==> config.mk <==
export PLATFORM = sky130hd
export DESIGN_NAME = oahi_mod_unit
export DESIGN_NICKNAME = d
export VERILOG_FILES = /design/src/design/open_addressing_hash_index_assert.svh /design/src/design/oahi_pkg.sv /design/src/design/oahi_mod_unit.sv
export SDC_FILE = /design/constraint.sdc
export NUM_CORES = 1
export LEC_CHECK = 0
export ABC_AREA = 1
export BUFFER_PORTS_ARGS = -buffer_cell sky130_fd_sc_hd__clkbuf_2
export CAP_MARGIN = 20
export CORE_MARGIN = 3
export CORE_UTILIZATION = 60
export DETAILED_ROUTE_END_ITERATION = 7
export MAX_ROUTING_LAYER = met4
export PLACE_DENSITY_LB_ADDON = 0.1
export SLEW_MARGIN = 30
export SYNTH_ARGS = -nofsm -noshare
export SYNTH_HDL_FRONTEND = slang
export SYNTH_SLANG_ARGS = --single-unit
==> constraint.sdc <==
create_clock -name clk -period 2.93 [get_ports clk]
set_input_delay 0.293 -clock clk [delete_from_list [all_inputs] [get_ports clk]]
set_output_delay 0.293 -clock clk [all_outputs]
set_load 0.02 [all_outputs]
==> src/design/open_addressing_hash_index_assert.svh <==
// ----------------------------------------------------------------------------
// Assertion macros for the open-addressing hash index
// Each macro expands to one labelled concurrent assertion on a clock and a
// synchronous reset.
// ----------------------------------------------------------------------------
`ifndef OPEN_ADDRESSING_HASH_INDEX_ASSERT_SVH
`define OPEN_ADDRESSING_HASH_INDEX_ASSERT_SVH

// Same-cycle implication
`define OAHI_ASSERT_IMPLIES(lbl, clk, rst, ante, cons, msg) \
  lbl: assert property (@(posedge clk) disable iff (rst) (ante) |-> (cons)) \
    else $error(msg);

// Next-cycle implication
`define OAHI_ASSERT_NEXT(lbl, clk, rst, ante, cons, msg) \
  lbl: assert property (@(posedge clk) disable iff (rst) (ante) |=> (cons)) \
    else $error(msg);

`endif

==> src/design/oahi_pkg.sv <==
`timescale 1ns / 1ps
// ----------------------------------------------------------------------------
// oahi_pkg
// Shared widths, constants, codes and types of the open-addressing hash index.
// ----------------------------------------------------------------------------
package oahi_pkg;

  localparam int WORD_W = 32;
  localparam int IDX_W  = 10;
  localparam int SIZE_W = 11;
  localparam int SLOT_W = 11;
  localparam int PC_W   = 11;
  localparam int STAT_W = 2;

  localparam logic [WORD_W-1:0] HASH_MUL   = 32'd7919;
  localparam logic [WORD_W-1:0] STEP_ADD   = 32'd7883;
  localparam logic [SIZE_W-1:0] SIZE_RESET = 11'd1024;

  // Result status codes
  localparam logic [STAT_W-1:0] STAT_OK        = 2'd0;
  localparam logic [STAT_W-1:0] STAT_NOT_FOUND = 2'd1;
  localparam logic [STAT_W-1:0] STAT_FULL      = 2'd2;

  // Remainder unit: one quotient bit per cycle
  localparam int MOD_STEPS = WORD_W;
  localparam int MOD_CNT_W = $clog2(MOD_STEPS);

  typedef enum logic [3:0] {
    S_CLEAR,
    S_IDLE,
    S_HASH_GO,
    S_HASH_WAIT,
    S_STEP_GO,
    S_STEP_WAIT,
    S_PROBE_RD,
    S_PROBE_CHK,
    S_WORD_CHK,
    S_RESULT
  } state_t;

  typedef struct packed {
    logic busy;
    logic done;
  } mod_stat_t;

endpackage

==> src/design/oahi_mod_unit.sv <==
`timescale 1ns / 1ps
// ----------------------------------------------------------------------------
// oahi_mod_unit
// Bit-serial restoring remainder: 32-bit dividend modulo an 11-bit divisor,
// one dividend bit per cycle.
// ----------------------------------------------------------------------------
module oahi_mod_unit (
  input  logic                        clk,
  input  logic                        rst,
  input  logic                        start,
  input  logic [oahi_pkg::WORD_W-1:0] dividend,
  input  logic [oahi_pkg::SIZE_W-1:0] divisor,
  output oahi_pkg::mod_stat_t         stat,
  output logic [oahi_pkg::SIZE_W-1:0] rem
);

  logic                           busy;
  logic                           done;
  logic [oahi_pkg::MOD_CNT_W-1:0] cnt;
  logic [oahi_pkg::WORD_W-1:0]    dvd;
  logic [oahi_pkg::SIZE_W-1:0]    dsr;
  logic [oahi_pkg::SIZE_W-1:0]    acc;
  logic [oahi_pkg::SIZE_W:0]      trial;
  logic [oahi_pkg::SIZE_W-1:0]    acc_next;

  // Shift in the next dividend bit and subtract where the divisor fits
  always_comb begin
    trial = {acc, dvd[oahi_pkg::WORD_W-1]};
    if (trial >= {1'b0, dsr}) begin
      acc_next = oahi_pkg::SIZE_W'(trial - {1'b0, dsr});
    end else begin
      acc_next = trial[oahi_pkg::SIZE_W-1:0];
    end
  end

  // Control: count the steps and flag the last one
  always_ff @(posedge clk) begin
    if (rst) begin
      busy <= 1'b0;
      done <= 1'b0;
      cnt  <= '0;
    end else begin
      done <= 1'b0;
      if (start) begin
        busy <= 1'b1;
        cnt  <= oahi_pkg::MOD_CNT_W'(oahi_pkg::MOD_STEPS - 1);
      end else if (busy) begin
        cnt <= cnt - oahi_pkg::MOD_CNT_W'(1);
        if (cnt == '0) begin
          busy <= 1'b0;
          done <= 1'b1;
        end
      end
    end
  end

  // Datapath: load operands, then advance one bit a cycle
  always_ff @(posedge clk) begin
    if (start) begin
      dvd <= dividend;
      dsr <= divisor;
      acc <= '0;
    end else if (busy) begin
      dvd <= {dvd[oahi_pkg::WORD_W-2:0], 1'b0};
      acc <= acc_next;
    end
  end

  assign stat.busy = busy;
  assign stat.done = done;
  assign rem       = acc;

endmodule
# Word level (Yosys, flattened, before mapping)
# Cells that the tools add are included.
totals:
  regBits: 61
  ram_bits: 0
  out_inout_bits: 13
  mem_count: 0
  rom_bits: 0
  in_bits: 46
  latchBits: 0
op_classes:
  reduce_logical: 3
  n_bitwise: 1
  magnitude_cmp: 1
  n_mux: 9
  add_sub_neg: 2
  n_div: 0
  eq_ne: 0
  n_mul: 0
  shifts: 0
op_table:
  columns: ["op", "n"]
  rows:
  - ["2-to-1 mux 32 bit", 2]
  - ["greater-or-equal comparator 12 x 11 -> 1 bit", 1]
  - ["2-to-1 mux 11 bit", 1]
  - ["subtractor 11 bit", 1]
  - ["2-to-1 mux 5 bit", 2]
  - ["zero test 5 bit", 1]
  - ["subtractor 5 x 1 -> 5 bit (second input constant)", 1]
  - ["2-to-1 mux 1 bit", 4]
  - ["OR reduction 3 bit", 1]
  - ["nonzero test 2 bit", 1]
  - ["inverter 1 bit", 1]

# Logic depth before layout (Yosys ltp)
logic_depth:
  depth_word: 4
  depth_mapped: 15

# Least setup slack after synthesis
# No wires, ideal clock.
synth_path:
  path_kind: "flip-flop to flip-flop"
  from: "reg acc, in the netlist rem[0]"
  to: "reg acc, in the netlist rem[0]"
  arrival_ns: 1.771
  stages_incl_launch_ff: 14
  path_slack_ns: 1.003
  setup_time_ns: 0.156
  path_buffers: 1
  cell_sequence: "dfxtp_1 > inv_1 > fa_1 > inv_1 > nand2_1 > nand2_1 > nand2_2 > nand2_1 > nand2_2 > nand3_2 > buf_6 > nand2_1 > nand3_1 > o21ai_1"
synth_between:
  elab_chain_cells: 2
synth_lines:
  columns: ["element", "line_no", "source"]
  rows:
  - ["start, declared", "oahi_mod_unit.sv:22", "logic [oahi_pkg::SIZE_W-1:0] acc;"]
  - ["start signal, assigned", "oahi_mod_unit.sv:65", "acc <= acc_next;"]
  - ["greater-or-equal comparator 12 x 11 -> 1 bit", "oahi_mod_unit.sv:29", "if (trial >= {1'b0, dsr}) begin"]
  - ["2-to-1 mux 11 bit", "oahi_mod_unit.sv:29", null]
# Every way passes these cells.
# A chain may end at the register's enable or synchronous reset.

# Final worst setup path
layout_path:
  from: "reg dvd[31] (netlist bit)"
  to: "reg acc, in the netlist rem[2]"
layout_between:
  elab_chain_cells: 2
layout_lines:
  columns: ["element", "line_no", "source"]
  rows:
  - ["start, declared", "oahi_mod_unit.sv:20", "logic [oahi_pkg::WORD_W-1:0] dvd;"]
  - ["start signal, assigned", "oahi_mod_unit.sv:60", "dvd <= dividend;"]
  - ["start signal, assigned", "oahi_mod_unit.sv:64", "dvd <= {dvd[oahi_pkg::WORD_W-2:0], 1'b0};"]
  - ["subtractor 11 bit / greater-or-equal comparator 12 x 11 -> 1 bit (equally long branches)", "oahi_mod_unit.sv:30, oahi_mod_unit.sv:29", null]
  - ["2-to-1 mux 11 bit *", "oahi_mod_unit.sv:29", null]
# Mark *: on every way between the ends. The rest lies on a longest branch, timed or not.

==> run metrics <==
Max-slew headroom=0.692; Post-CTS Resized=0; root buffer cell=clkbuf_8; first-pass GRT wire length=11400 um; WHS=between 0.1 and 0.15 ns; Routed Antenna Nets=0; Worst EP arrival=2.50 ns; critical-path cell list=inv_1, ha_1, fa_1, inv_1, nand2_1, nand2_1, nand2_2, nand2_1, nand2_2, nand3_2, nand2_1, nand3_1, o21ai_0; worst skew pair latency=around 0.34 ns; hold depth=1; worst-path fanout max=12; drt via density=~5.0; leakage power=2.01 nW; Die Ht=around 80 um; drt wl/cell=12.3 um; Seq/Total Area, Yosys=0.500; Req. time, crit path=3.15 ns; H-tree Lvls=3; routability congestion estimate=0.947; Iter 0 DRT Violations=178; Switching Share=0.258; Avg Inst Size Synth=8.12 sq um; RSZ-0062 raised after global routing=no; sequential power share=0.514; crit share post-route=0.781; Final Core Density=0.735; Pwr Density=~520 nW/um^2; pin count of the biggest net entering global routing=38; Num CTS Buffers=9; All-Layer GR Usage=0.237; Vias=2710; Fillers=423; port buffer count=58; DRT Wirelength=6650 um; Slew Viols, Final=0; drt first pass iters=4; share of cells above drive strength 1=0.214; Synth Net Count=467; worst slew pin tran=0.462 ns; flops & latches, synth=61; Max Cap Viol=0; setup repair bufs after CTS=0; post-route cell area=3820 sq um; antenna violations before repair=0; Cell variety after synth=29; Slowest Stage Delay on Critical Path=0.41 ns; starting density of the core=0.635; die area=6440 sq um; crit end category=flip-flop; antenna cell count=0; Num Clock Sinks=61; CTS tree=yes; DP HPWL=4740 um; DP Area=around 3600 sq um; Layout Area Growth over Synthesis=15.7%; DRC=0; synthesized instance count=407; Gate power share=0.125; Overall Power=2.00 mW; DIE WIDTH=between 80 and 90 um; vias in the first global route=2587; # hold bufs at CTS=0; Hold Crit Class=input pin to flip-flop; cell-internal power=between 1 and 1.5 mW; Core Area=5200 sq um; Max Root-Sink Buffers=2; Crit path top cell by count=nand2_1; sw power=around 0.52 mW; clk_skew=0.0103 ns; CP max stage cell=fa_1; Final Hold Viols=0; io pins=59; mapped cell area=3310 sq um; Congestion Overflow GR=0; Worst-path clk slew=0.07 ns; max frequency=0.437 GHz; Crit Path Class=flip-flop to flip-flop; Clock power frac=0.361; FP Rows=26; YS warnings=0; startpoint type of the worst setup path=flip-flop; fin crit period=2.29 ns; status=finished clean; final setup violation count=0; Worst R2R Path Depth=13; Nets=about 530; worst vdd ir=around 0.38 mV; final setup TNS=0 ns
==> power by group through the flow <==
stage	Sequential [mW]	Combinational [mW]	Clock, mW
3_5_place_dp	1.05	0.251	0
6_report	1.03	0.251	0.723
5_1_grt	1.04	0.291	0.783
4_1_cts	1.03	0.252	0.734
3_3_place_gp	1.05	0.244	0
2_1_floorplan	1.05	0.173	0
==> cells by family (layout without fill, tap and decap cells) <==
| group | after synthesis | count (layout) | synth area share |
|---|---|---|---|
| buf+inv | 79 | 144 | 0.101 |
| compound gates | 17 | 17 | 0.0295 |
| flops | 61 | 61 | 0.500 |
| simple gates | 233 | 233 | 0.307 |
| xor+xnor | 3 | 3 | 0.00795 |
| fa+ha+maj | 14 | 14 | 0.0553 |
==> final timing paths <==
path	startpoint	end	slack, ns
max	dvd[31]	rem[2]	0.64
min	divisor[3]	dsr[3]	0.12
max reg2reg	dvd[31]	rem[2]	0.64
min reg2reg	cnt[0]	cnt[0]	0.46
==> placed cells by master (no fill, tap or decap), types with 2 or more instances in the layout <==
cell | synthesis | final
a21oi_1 | 4 | 4
a31oi_1 | 2 | 2
buf_4 | 3 | 6
clkbuf_2 | 0 | 58
clkbuf_8 | 0 | 9
clkinv_2 | 0 | 4
dfxtp_1 | 18 | 18
edfxtp_1 | 43 | 43
ha_1 | 13 | 13
inv_1 | 60 | 60
inv_2 | 3 | 3
nand2_1 | 166 | 166
nand2_2 | 7 | 7
nand3_1 | 22 | 22
nand3_2 | 7 | 7
nand4_1 | 15 | 15
nor2_1 | 11 | 11
nor2_2 | 2 | 2
o21ai_0 | 3 | 3
o21ai_1 | 5 | 5
xor2_1 | 3 | 3
==> cell type report <==
| class | count | area [sq um] | area share |
|---|---|---|---|
| multi-input combinational | 267 | 1320 | 0.345 |
| clock buffer | 9 | 124 | 0.0324 |
| clock inverter | 7 | 66.3 | 0.0173 |
| inverter | 64 | 240 | 0.0628 |
| timing repair buffer | 64 | 335 | 0.0877 |
| tap | 70 | 87.6 | 0.0229 |
| sequential | 61 | 1650 | 0.432 |
==> Yosys cell counts, drive strengths merged <==
library cell | count | area share
nand3 | 29 | 0.055
inv | 63 | 0.072
nand2 | 173 | 0.20
a31oi | 2 | 0.0038
xor2 | 3 | 0.0079
clkbuf | 6 | 0.0068
or2 | 2 | 0.0038
clkinv | 1 | 0.0011
o211ai | 1 | 0.0023
edfxtp | 43 | 0.39
a21oi | 5 | 0.0087
fa | 1 | 0.0061
buf | 9 | 0.022
ha | 13 | 0.049
dfxtp | 18 | 0.11
o21ai | 8 | 0.012
a221oi | 1 | 0.0026
nor4 | 1 | 0.0019
nor2 | 13 | 0.016
nand4 | 15 | 0.028
==> metrics by stage <==
step                      worst slack (ns)  std cells
after floorplan                       1.00        407
after global placement               0.771        526
after detailed placement             0.684        526
after CTS                            0.654        542
after global routing                 0.426        542
final                                0.643        542
==> flip-flops by register name, indices dropped and copies added (netlist names) <==
register	flops
dvd	32
dsr	11
cnt	5
rem	11
busy	1
done	1
==> critical path, delay by kind of cell, from the launching register on <==
kind | cells | cell delay, ns
compound gates | 1 | 0.07
fa+ha+maj | 2 | 0.63
buf+inv | 2 | 0.16
flops | 1 | 0.32
simple gates | 8 | 0.96
==> per-layer routing <==
layer,routed length (um),up-vias,GRT usage,part of all wire
met5,0,-,-,0
met4,106,0,0.0946,0.016
met3,394,9,0.0549,0.059
met2,3200,88,0.367,0.48
met1,2950,1203,0.303,0.44
li1,-,1410,-,-
No activity file was read; power rests on OpenSTA's default activity.
